File: config.mk
export PLATFORM = sky130hd
export DESIGN_NAME = histogram_bin_counter_core
export DESIGN_NICKNAME = d
export VERILOG_FILES = /design/src/rtl/core/hbc_pkg.sv /design/src/rtl/core/hbc_cell.sv /design/src/rtl/core/histogram_bin_counter_core.sv
export SDC_FILE = /design/constraint.sdc
export NUM_CORES = 2
export LEC_CHECK = 0
export BUFFER_PORTS_ARGS = -buffer_cell sky130_fd_sc_hd__clkbuf_2
export CORE_ASPECT_RATIO = 2
export CORE_MARGIN = 2
export CORE_UTILIZATION = 30
export CTS_CLUSTER_DIAMETER = 200
export DETAILED_ROUTE_END_ITERATION = 10
export GPL_TIMING_DRIVEN = 0
export SYNTH_ARGS = -nofsm -noshare
export SYNTH_HDL_FRONTEND = slang
export SYNTH_SLANG_ARGS = --single-unit
File: constraint.sdc
create_clock -name clk -period 40.5 [get_ports clk]
set_clock_uncertainty 0.1 [all_clocks]
set_input_delay 8.1 -clock clk [delete_from_list [all_inputs] [get_ports clk]]
set_output_delay 8.1 -clock clk [all_outputs]
set_load 0.03 [all_outputs]
File: src/rtl/core/hbc_pkg.sv
`default_nettype none

package hbc_pkg;

	localparam int unsigned MAX_BINS_DEF    = 16;
	localparam int unsigned SAMPLE_BITS_DEF = 16;
	localparam int unsigned COUNT_BITS_DEF  = 32;

	// configuration port
	localparam int unsigned CFG_IDX_BITS  = 2;
	localparam int unsigned CFG_DATA_BITS = 16;
	localparam int unsigned LB_BITS       = 16;
	localparam int unsigned WIDTH_BITS    = 16;
	localparam int unsigned NBINS_BITS    = 5;

	localparam logic [CFG_IDX_BITS-1:0] REG_LOW_BOUND   = 2'd0;
	localparam logic [CFG_IDX_BITS-1:0] REG_BIN_SPAN    = 2'd1;
	localparam logic [CFG_IDX_BITS-1:0] REG_BINS_IN_USE = 2'd2;

	localparam logic [LB_BITS-1:0]    LOW_BOUND_RST   = 16'd0;
	localparam logic [WIDTH_BITS-1:0] BIN_SPAN_RST    = 16'd4096;
	localparam logic [NBINS_BITS-1:0] BINS_IN_USE_RST = 5'd16;

	// result field widths
	localparam int unsigned BIN_FIELD_BITS   = 4;
	localparam int unsigned COUNT_FIELD_BITS = 32;

	typedef logic [1:0] act_t;
	localparam act_t ACT_ADD   = 2'd0;
	localparam act_t ACT_READ  = 2'd1;
	localparam act_t ACT_CLEAR = 2'd2;

	// control part of the transaction moving down the cell row
	typedef struct packed {
		logic valid;
		act_t action;
		logic done;   // add already placed or rejected
		logic oor;
	} tok_ctl_t;

endpackage

`default_nettype wire

File: src/rtl/core/hbc_cell.sv
`default_nettype none

module hbc_cell #(
	parameter int unsigned INDEX       = 0,
	parameter int unsigned MAX_BINS    = hbc_pkg::MAX_BINS_DEF,
	parameter int unsigned SAMPLE_BITS = hbc_pkg::SAMPLE_BITS_DEF,
	parameter int unsigned COUNT_BITS  = hbc_pkg::COUNT_BITS_DEF
) (
	input  wire                                         clk,
	input  wire                                         arst_n,
	input  wire                                         advance,
	input  wire  [hbc_pkg::WIDTH_BITS-1:0]              w,
	input  wire  [((MAX_BINS > 1) ? $clog2(MAX_BINS) : 1)-1:0] last_idx,
	input  wire  hbc_pkg::tok_ctl_t                     prev_ctl,
	input  wire  [SAMPLE_BITS-1:0]                      prev_d,
	input  wire  [((SAMPLE_BITS > hbc_pkg::WIDTH_BITS) ? SAMPLE_BITS : hbc_pkg::WIDTH_BITS)
		+ ((MAX_BINS > 1) ? $clog2(MAX_BINS) : 1):0]   prev_edge,
	input  wire  [hbc_pkg::BIN_FIELD_BITS-1:0]          prev_rbin,
	input  wire  [hbc_pkg::BIN_FIELD_BITS-1:0]          prev_bin,
	input  wire  [COUNT_BITS-1:0]                       prev_count,
	output hbc_pkg::tok_ctl_t                           next_ctl,
	output logic [SAMPLE_BITS-1:0]                      next_d,
	output logic [((SAMPLE_BITS > hbc_pkg::WIDTH_BITS) ? SAMPLE_BITS : hbc_pkg::WIDTH_BITS)
		+ ((MAX_BINS > 1) ? $clog2(MAX_BINS) : 1):0]   next_edge,
	output logic [hbc_pkg::BIN_FIELD_BITS-1:0]          next_rbin,
	output logic [hbc_pkg::BIN_FIELD_BITS-1:0]          next_bin,
	output logic [COUNT_BITS-1:0]                       next_count
);

	localparam int unsigned BIN_W  = (MAX_BINS > 1) ? $clog2(MAX_BINS) : 1;
	localparam int unsigned BASE_W = (SAMPLE_BITS > hbc_pkg::WIDTH_BITS) ?
		SAMPLE_BITS : hbc_pkg::WIDTH_BITS;
	localparam int unsigned EDGE_W = BASE_W + BIN_W + 1;
	localparam int unsigned RBIN_RANGE = 1 << hbc_pkg::BIN_FIELD_BITS;
	localparam logic [BIN_W-1:0] MY_IDX = BIN_W'(INDEX);
	localparam logic READABLE = (INDEX < RBIN_RANGE);

	logic [COUNT_BITS-1:0] tally_q;
	logic [COUNT_BITS-1:0] tally_inc;
	logic [EDGE_W-1:0]     upper;
	logic [EDGE_W-1:0]     d_ext;
	logic                  active;
	logic                  is_last;
	logic                  is_add;
	logic                  hit_add;
	logic                  over;
	logic                  hit_read;
	logic                  do_clear;

	hbc_pkg::tok_ctl_t             ctl_q;
	hbc_pkg::tok_ctl_t             ctl_nxt;
	logic [SAMPLE_BITS-1:0]        d_q;
	logic [EDGE_W-1:0]             edge_q;
	logic [hbc_pkg::BIN_FIELD_BITS-1:0] rbin_q;
	logic [hbc_pkg::BIN_FIELD_BITS-1:0] bin_q;
	logic [hbc_pkg::BIN_FIELD_BITS-1:0] bin_nxt;
	logic [COUNT_BITS-1:0]         count_q;
	logic [COUNT_BITS-1:0]         count_nxt;

	// edge of this bin, relative to low_bound
	assign upper   = prev_edge + EDGE_W'(w);
	assign d_ext   = EDGE_W'(prev_d);
	assign active  = (MY_IDX <= last_idx);
	assign is_last = (MY_IDX == last_idx);
	assign is_add  = prev_ctl.valid && (prev_ctl.action == hbc_pkg::ACT_ADD) && !prev_ctl.done;

	// the last active bin also takes a sample sitting exactly on the top edge
	assign hit_add  = is_add && active && (is_last ? (d_ext <= upper) : (d_ext < upper));
	assign over     = is_add && is_last && (d_ext > upper);
	assign hit_read = prev_ctl.valid && (prev_ctl.action == hbc_pkg::ACT_READ) && READABLE
		&& (prev_rbin == hbc_pkg::BIN_FIELD_BITS'(INDEX));
	assign do_clear = prev_ctl.valid && (prev_ctl.action == hbc_pkg::ACT_CLEAR);

	assign tally_inc = (&tally_q) ? tally_q : tally_q + COUNT_BITS'(1);

	always_comb begin
		ctl_nxt   = prev_ctl;
		bin_nxt   = prev_bin;
		count_nxt = prev_count;
		if (hit_add) begin
			ctl_nxt.done = 1'b1;
			bin_nxt      = hbc_pkg::BIN_FIELD_BITS'(INDEX);
			count_nxt    = tally_inc;
		end else if (over) begin
			ctl_nxt.done = 1'b1;
			ctl_nxt.oor  = 1'b1;
		end else if (hit_read) begin
			count_nxt = tally_q;
		end
	end

	always_ff @(posedge clk or negedge arst_n) begin
		if (!arst_n) begin
			ctl_q   <= '0;
			tally_q <= '0;
		end else if (advance) begin
			ctl_q <= ctl_nxt;
			if (do_clear) begin
				tally_q <= '0;
			end else if (hit_add) begin
				tally_q <= tally_inc;
			end
		end
	end

	always_ff @(posedge clk) begin
		if (advance) begin
			d_q     <= prev_d;
			edge_q  <= upper;
			rbin_q  <= prev_rbin;
			bin_q   <= bin_nxt;
			count_q <= count_nxt;
		end
	end

	assign next_ctl   = ctl_q;
	assign next_d     = d_q;
	assign next_edge  = edge_q;
	assign next_rbin  = rbin_q;
	assign next_bin   = bin_q;
	assign next_count = count_q;

endmodule

`default_nettype wire

File: src/rtl/core/histogram_bin_counter_core.sv
// Histogram bin counter. Each transaction (add a sample, read one bin, clear all bins) walks
// down a row of MAX_BINS cells, one cell per clock while the output is not stalled; every
// cell owns one saturating counter and the edge of its bin, which it forms from its neighbor's
// edge plus the bin span. The result passes each cell register, then the output register. The
// row carries a single transaction at a time, so the core takes no new one until the last has
// left the row; a finished result may sit in the output register while the next one runs.
// Out-of-range samples return bin 0, count 0 with out_of_range set. Counters reset to zero.
// The user must write configuration only when idle; the block itself does not enforce this.
`default_nettype none

module histogram_bin_counter_core #(
	parameter int unsigned MAX_BINS    = hbc_pkg::MAX_BINS_DEF,
	parameter int unsigned SAMPLE_BITS = hbc_pkg::SAMPLE_BITS_DEF,
	parameter int unsigned COUNT_BITS  = hbc_pkg::COUNT_BITS_DEF
) (
	input  wire                                   clk,
	input  wire                                   arst_n,
	input  wire                                   cfg_we,
	input  wire  [hbc_pkg::CFG_IDX_BITS-1:0]      cfg_index,
	input  wire  [hbc_pkg::CFG_DATA_BITS-1:0]     cfg_data,
	input  wire                                   in_valid,
	output logic                                  in_stall,
	input  wire  [1:0]                            action,
	input  wire  [SAMPLE_BITS-1:0]                sample,
	input  wire  [hbc_pkg::BIN_FIELD_BITS-1:0]    read_bin,
	output logic                                  out_valid,
	input  wire                                   out_stall,
	output logic [hbc_pkg::BIN_FIELD_BITS-1:0]    bin,
	output logic [hbc_pkg::COUNT_FIELD_BITS-1:0]  count,
	output logic                                  out_of_range
);

	localparam int unsigned BIN_W  = (MAX_BINS > 1) ? $clog2(MAX_BINS) : 1;
	localparam int unsigned BASE_W = (SAMPLE_BITS > hbc_pkg::WIDTH_BITS) ?
		SAMPLE_BITS : hbc_pkg::WIDTH_BITS;
	localparam int unsigned EDGE_W = BASE_W + BIN_W + 1;
	localparam int unsigned N_W    = $clog2(MAX_BINS + 1);
	localparam int unsigned CMP_W  = (N_W > hbc_pkg::NBINS_BITS) ? N_W : hbc_pkg::NBINS_BITS;
	localparam int unsigned DIFF_W = BASE_W + 1;
	localparam int unsigned CW     = (COUNT_BITS > hbc_pkg::COUNT_FIELD_BITS) ?
		COUNT_BITS : hbc_pkg::COUNT_FIELD_BITS;

	logic [hbc_pkg::LB_BITS-1:0]    low_bound_q;
	logic [hbc_pkg::WIDTH_BITS-1:0] bin_span_q;
	logic [hbc_pkg::NBINS_BITS-1:0] bins_in_use_q;

	logic [hbc_pkg::WIDTH_BITS-1:0] w;
	logic [CMP_W-1:0]               n_raw;
	logic [BIN_W-1:0]               last_idx;
	logic [DIFF_W-1:0]              diff;
	logic                           below;
	logic                           accept;
	logic                           advance;
	logic                           out_free;
	logic                           busy_q;

	logic                           out_valid_q;
	logic [hbc_pkg::BIN_FIELD_BITS-1:0]   bin_q;
	logic [hbc_pkg::COUNT_FIELD_BITS-1:0] count_q;
	logic                           oor_q;
	logic [CW-1:0]                  count_wide;

	hbc_pkg::tok_ctl_t                  ctl_c   [MAX_BINS+1];
	logic [SAMPLE_BITS-1:0]             d_c     [MAX_BINS+1];
	logic [EDGE_W-1:0]                  edge_c  [MAX_BINS+1];
	logic [hbc_pkg::BIN_FIELD_BITS-1:0] rbin_c  [MAX_BINS+1];
	logic [hbc_pkg::BIN_FIELD_BITS-1:0] bin_c   [MAX_BINS+1];
	logic [COUNT_BITS-1:0]              count_c [MAX_BINS+1];

	// configuration registers
	always_ff @(posedge clk or negedge arst_n) begin
		if (!arst_n) begin
			low_bound_q   <= hbc_pkg::LOW_BOUND_RST;
			bin_span_q    <= hbc_pkg::BIN_SPAN_RST;
			bins_in_use_q <= hbc_pkg::BINS_IN_USE_RST;
		end else if (cfg_we) begin
			unique case (cfg_index)
				hbc_pkg::REG_LOW_BOUND:   low_bound_q   <= cfg_data[hbc_pkg::LB_BITS-1:0];
				hbc_pkg::REG_BIN_SPAN:    bin_span_q    <= cfg_data[hbc_pkg::WIDTH_BITS-1:0];
				hbc_pkg::REG_BINS_IN_USE: bins_in_use_q <= cfg_data[hbc_pkg::NBINS_BITS-1:0];
				default: ;
			endcase
		end
	end

	// zero width acts as one; bin count clamped to 1..MAX_BINS
	assign w     = (bin_span_q == '0) ? hbc_pkg::WIDTH_BITS'(1) : bin_span_q;
	assign n_raw = CMP_W'(bins_in_use_q);

	always_comb begin
		if (n_raw == '0) begin
			last_idx = '0;
		end else if (n_raw > CMP_W'(MAX_BINS)) begin
			last_idx = BIN_W'(MAX_BINS - 1);
		end else begin
			last_idx = BIN_W'(n_raw - CMP_W'(1));
		end
	end

	assign diff  = DIFF_W'(sample) - DIFF_W'(low_bound_q);
	assign below = diff[DIFF_W-1];

	assign accept   = in_valid && !busy_q;
	assign in_stall = busy_q;
	assign out_free = !out_valid_q || !out_stall;
	assign advance  = !(ctl_c[MAX_BINS].valid && !out_free);

	// head of the row, fed straight from the input port
	always_comb begin
		ctl_c[0].valid  = accept;
		ctl_c[0].action = action;
		ctl_c[0].done   = (action == hbc_pkg::ACT_ADD) && below;
		ctl_c[0].oor    = (action == hbc_pkg::ACT_ADD) && below;
		d_c[0]          = diff[SAMPLE_BITS-1:0];
		edge_c[0]       = '0;
		rbin_c[0]       = read_bin;
		bin_c[0]        = (action == hbc_pkg::ACT_READ) ? read_bin : '0;
		count_c[0]      = '0;
	end

	for (genvar i = 0; i < MAX_BINS; i++) begin : g_cell
		hbc_cell #(
			.INDEX      (i),
			.MAX_BINS   (MAX_BINS),
			.SAMPLE_BITS(SAMPLE_BITS),
			.COUNT_BITS (COUNT_BITS)
		) u_cell (
			.clk       (clk),
			.arst_n    (arst_n),
			.advance   (advance),
			.w         (w),
			.last_idx  (last_idx),
			.prev_ctl  (ctl_c[i]),
			.prev_d    (d_c[i]),
			.prev_edge (edge_c[i]),
			.prev_rbin (rbin_c[i]),
			.prev_bin  (bin_c[i]),
			.prev_count(count_c[i]),
			.next_ctl  (ctl_c[i+1]),
			.next_d    (d_c[i+1]),
			.next_edge (edge_c[i+1]),
			.next_rbin (rbin_c[i+1]),
			.next_bin  (bin_c[i+1]),
			.next_count(count_c[i+1])
		);
	end

	assign count_wide = CW'(count_c[MAX_BINS]);

	always_ff @(posedge clk or negedge arst_n) begin
		if (!arst_n) begin
			busy_q      <= 1'b0;
			out_valid_q <= 1'b0;
		end else begin
			if (accept) begin
				busy_q <= 1'b1;
			end else if (ctl_c[MAX_BINS].valid && out_free) begin
				busy_q <= 1'b0;
			end
			if (ctl_c[MAX_BINS].valid && out_free) begin
				out_valid_q <= 1'b1;
			end else if (!out_stall) begin
				out_valid_q <= 1'b0;
			end
		end
	end

	// rejected samples report bin 0, count 0
	always_ff @(posedge clk) begin
		if (ctl_c[MAX_BINS].valid && out_free) begin
			oor_q <= ctl_c[MAX_BINS].oor;
			if (ctl_c[MAX_BINS].oor) begin
				bin_q   <= '0;
				count_q <= '0;
			end else begin
				bin_q   <= bin_c[MAX_BINS];
				count_q <= count_wide[hbc_pkg::COUNT_FIELD_BITS-1:0];
			end
		end
	end

	assign out_valid    = out_valid_q;
	assign bin          = bin_q;
	assign count        = count_q;
	assign out_of_range = oor_q;

endmodule

`default_nettype wire

# Word level (Yosys, flattened, before mapping)
# Cells that the tools add are included.
# totals
wordCells	737
out_inout_bits	39
inputBits	45
ff_bits	1851
# op_classes
magnitude_cmp	65
reduce_logical	243
mux	166
eq_ne	65
addsub	33
n_bitwise	2
# ops
operator	count
$mux W32	96
$add A32 B1 Y32 const B	16
$reduce_and A32 Y1	16
$gt A16 B21 Y1	15
$le A16 B21 Y1	15
$lt A16 B21 Y1	15
$add A21 B16 Y21	14
$logic_and A1 B1 Y1	148
$mux W1	52
$reduce_and A2 Y1	19
$eq A2 B1 Y1 const B	17
$eq A2 B2 Y1 const B	17
$logic_not A2 Y1	17
$reduce_bool A2 Y1	17
$eq A4 B4 Y1 const A	8
$eq A4 B4 Y1 const B	8
$le A4 B4 Y1 const A	8
$mux W2	15
$logic_not A1 Y1	20
$add A16 B16 Y17	1
$sub A16 B16 Y17	1
$eq A3 B4 Y1 const A	4
$eq A4 B3 Y1 const B	4
$gt A16 B16 Y1	1
other kinds (20)	30

# Depth between registers and ports, before layout
# depth
ltp_word	8
mapped_depth	35
ltp_nobuf	25

# Modules after synthesis
# Synthesis repeated with hierarchy kept, for this count alone.
# hier_totals
hier_cells	11360
hier_area_um2	115702.2
# modules_own_cells
mod	cells_per_inst	area_each_um2	instances	seq_area_each_um2
hbc_cell at g_cell[0].u_cell	719	7230.7	1	3238.1
hbc_cell at g_cell[13].u_cell	723	7195.7	1	3238.1
hbc_cell at g_cell[12].u_cell	708	7101.8	1	3238.1
hbc_cell at g_cell[14].u_cell	705	7088.0	1	3238.1
hbc_cell at g_cell[5].u_cell	699	7081.8	1	3238.1
hbc_cell at g_cell[10].u_cell	676	7065.5	1	3238.1
hbc_cell at g_cell[8].u_cell	682	6982.9	1	3238.1
hbc_cell at g_cell[2].u_cell	671	6977.9	1	3238.1
hbc_cell at g_cell[7].u_cell	693	6967.9	1	3238.1
hbc_cell at g_cell[1].u_cell	690	6937.9	1	3238.1
hbc_cell at g_cell[15].u_cell	693	6936.7	1	3238.1
hbc_cell at g_cell[11].u_cell	684	6917.9	1	3238.1
hbc_cell at g_cell[3].u_cell	684	6901.6	1	3238.1
hbc_cell at g_cell[4].u_cell	665	6881.6	1	3238.1
3 more rows	-	-	-	-

# Worst setup path before layout
# No wires, ideal clock.
# synth_timing
path_type	input -> register
start	input port out_stall
end	register g_cell[0].u_cell.bin_q, in the netlist g_cell[0].u_cell.next_bin[0], enable pin
setup_ns	1.999
t_required_ns	38.401
n_path_buf	4
slack_ns	-2.356
cell_stages	6
arrival_time_ns	40.756
path_cell_list	and3_1 -> clkbuf_1 -> inv_2 -> clkbuf_1 -> clkbuf_1 -> clkbuf_1
# synth_via
elab_chain_len	4
# synth_lines
element	line_no	rtl
start: declaration	histogram_bin_counter_core.sv:27	input wire out_stall,
$logic_not A1 Y1	-	
$logic_or A1 B1 Y1	histogram_bin_counter_core.sv:105	assign out_free = !out_valid_q || !out_stall;
$logic_not A1 Y1	histogram_bin_counter_core.sv:106	assign advance = !(ctl_c[MAX_BINS].valid && !out_free);
$logic_and A1 B1 Y1	histogram_bin_counter_core.sv:106	
end signal: assignment	hbc_cell.sv:111	bin_q <= bin_nxt;
end: declaration	hbc_cell.sv:55	logic [hbc_pkg::BIN_FIELD_BITS-1:0] bin_q;
# Every way passes these cells.
# A chain may end at the register's enable or synchronous reset.

==> results_dict.tcl <==
set metrics [dict create \
    ant_nets 0 \
    yosys-top-cells-area "edfxtp_1 34%, dfrtp_1 15%, ha_1 5.6%, a21oi_1 3.5%, nand2_1 3.3%" \
    maxSlewViolCount 6 \
    wl_per_cell_um 29.64 \
    hpwl_mm 365.8 \
    io_pins 84 \
    drtIter0Drc 7849 \
    slowest_stage "clkbuf_1" \
    die_area_um2 364100 \
    die_height_um 851.4 \
    cts_hold_buffers 0 \
    synth_nets 11410 \
    clk_pin_slew_ps 70 \
    grt_pass1_wl_mm 668.0 \
    cts_num_sinks 1841 \
    yosys.area.top_type_share_pct 33.82 \
    status "finished, violations left" \
    max_slew_margin_pct -3.945 \
    final_cell_mix "1213 x edfxtp_1, 938 x nand2_1, 755 x a21oi_1" \
    fp.coreArea_um2 358000 \
    grt_max_degree 115 \
    path_buf_inv 2 \
    max_clock_freq_mhz 74.77 \
    fin_nets 11730 \
    setup_viol 0 \
    p_leak_nw 47.94 \
    power.density_nw_per_um2 60.97 \
    min_period_ps 13370 \
    final_common_cell "edfxtp_1" \
    place_congestion 1.045 \
    async_flop_share_pct 34.11 \
    portBuffers 83 \
    required_ps 41080 \
    ys_seq_elements 1841 \
    viasPerCell 5.852 \
    arrival_ps 13950 \
    cts_buffer_depth 4 \
    rrSetupSlack_ps 27720 \
    syn_area_per_cell_um2 9.912 \
    postCtsSetupBuffers 0 \
    crit_path_start_kind "input port" \
    synth_ff_type "edfxtp_1" \
    synth_largest_area_cell "edfxtp_1" \
    cpLargestDelayFamily "compound AO/OA/AOI/OAI gates" \
    finalSetupTns_ps 0 \
    rsz0062_at_grt "no" \
    cts_tree "yes" \
    grt_pass1_vias 93620 \
    cts_buffers 184 \
    start_util_pct 30.09 \
    grt-ovfl-total 0 \
    max_cap_viol_count 4 \
    drive_above_1_share_pct 8.511 \
    ctsResizeCount 0 \
    holdWs_ps 310.5 \
    yosysSeqAreaShare_pct 48.41 \
    finalCritPeriodShare_pct 33.02 \
    synth_warnings 0 \
    cts-root-buf "clkbuf_16" \
    cpMostUsedCell "o21ai_0" \
    slowest_delay_ps 740 \
    grt_antenna_before_repair 32 \
    drc 0 \
    crit_chain "clkbuf_2 > ha_1 > nor2b_1 > o21ai_0 > a21boi_0 > o21ai_0 > a21oi_1 > a41o_1 > o41ai_1 > o2111ai_1 > a21oi_1 > xnor2_1 > ha_1 > nand3_1 > nor2_1 > nand2_1 > nor4_1 > a32oi_1 > a21bo_2 > nor2_2 > clkbuf_1 > nand4_1 > o21ai_0" \
    path_class "input port to flop" \
    synth.distinct_cells 123 \
    die_x_um 427.7 \
    hold_class "flop to flop" \
    num_vias 93900 \
    wl_mm 475.5 \
    clk_latency_ps 940 \
    area_growth_pct 12.85 \
    netlist_instances 10870 \
    tightest_slew_ps 1553 \
    violations "max-capacitance violations, max-slew violations" \
    cp_max_fo 10 \
    placementRows 311 \
    htree_num_levels 4 \
    end_kind "flop" \
    synth_area_um2 107700 \
    grt_use_total_pct 25.47 \
    finalHoldViolations 0 \
    firstDrtPassIters 6 \
    peakVddDrop_mv 0.03805 \
    synth-edff-count 1213 \
]
[metrics by stage]
stage	utilization, %	worst slack, ps	cell area, um^2	power, mW	std cells
floorplan	-	15680	107700	4.537	10870
global placement	31.84	4043	114000	5.484	15640
detailed placement	32.19	26140	115200	5.551	15690
CTS	33.92	27070	121400	7.410	16020
global route	33.94	26650	121500	7.801	16020
finish	33.95	27130	121500	7.411	16040
[worst register-to-register path, delay by kind of cell (launching register included)]
| family | cells | cell delay, ps |
|---|---|---|
| XOR/XNOR | 1 | 220 |
| AO/OA/AOI/OAI | 11 | 4560 |
| adder cells (fa/ha/maj) | 4 | 1590 |
| flip-flops | 1 | 330 |
| buffers and inverters | 9 | 4130 |
| AND/OR/NAND/NOR | 7 | 1390 |
[sequential cells by signal, summed over array words and instances, names as in the netlist]
name / flops
count: 32
g_cell.u_cell.next_bin: 64
bin: 4
g_cell.u_cell.next_count: 512
g_cell.u_cell.tally_q: 512
g_cell.u_cell.next_edge: 300
g_cell.u_cell.next_d: 240
out_valid: 1
out_of_range: 1
g_cell.u_cell.next_rbin: 60
g_cell.u_cell.next_ctl: 77
low_bound_q: 16
bins_in_use_q: 5
in_stall: 1
bin_span_q: 16
[routing by layer]
layer | GRT usage [%] | share of wire [%]
met3 | 3.952 | 5.0
met4 | 27.65 | 13
met2 | 47.02 | 52
met1 | 21.96 | 29
met5 | 0 | 0.0097
[report_power, final]
part | leakage, nW | internal, mW | total, mW | switching (mW)
registers | 21.8 | 2.40 | 2.62 | 0.219
clock network | 3.01 | 1.02 | 1.85 | 0.826
logic | 23.1 | 1.13 | 2.94 | 1.81
[synthesized netlist by cell type (108+ instances only)]
| master | instances |
|---|---|
| o211ai_1 | 209 |
| edfxtp_1 | 1213 |
| nand4_1 | 202 |
| and3_1 | 193 |
| o221a_2 | 139 |
| nor2_1 | 746 |
| nand3_1 | 509 |
| xor2_1 | 145 |
| a211oi_1 | 113 |
| a21oi_1 | 756 |
| nor3_1 | 254 |
| a31oi_1 | 110 |
| o21ai_0 | 679 |
| a21o_1 | 186 |
| ha_1 | 482 |
| inv_1 | 573 |
| xnor2_1 | 198 |
| nand2_1 | 938 |
| dfrtp_1 | 626 |
| buf_2 | 113 |
| or3_1 | 108 |
| o21a_1 | 108 |
| clkbuf_1 | 442 |
[layout make-up]
class	count	area, um^2
diodes	23	57.56
multi-input cells	7822	50840
fillers	36540	236500
inverters	575	2158
clock inverters	99	1220
plain buffers	628	2748
repair buffers	133	1541
flip-flops and latches	1841	52140
well taps	4695	5874
clock buffers	228	4962
[logic make-up (layout without fill, tap and decap cells)]
group	after synthesis	after routing	share of synthesized area, %
flops	1841	1841	48.41
buf+inv	1203	1663	4.490
xor+xnor	343	343	2.789
mux	52	52	0.5170
fa+ha+maj	538	538	6.276
compound gates	3261	3261	20.78
other cells	0	23	0
simple gates	3628	3628	16.73
[final timing paths]
| path | startpoint | to | cells after the start |
|---|---|---|---|
| max | sample[1] | g_cell[0].u_cell.next_count[29] | 23 |
| min | g_cell[4].u_cell.next_d[0] | g_cell[5].u_cell.next_d[0] | 0 |
| max reg2reg | bin_span_q[6] | g_cell[5].u_cell.next_count[30] | 32 |
| min reg2reg | g_cell[4].u_cell.next_d[0] | g_cell[5].u_cell.next_d[0] | 0 |
| max in group asynchronous | arst_n | g_cell[8].u_cell.tally_q[16] | 4 |
| min in group asynchronous | arst_n | g_cell[14].u_cell.tally_q[14] | 1 |
No activity file was read; power rests on OpenSTA's default activity.
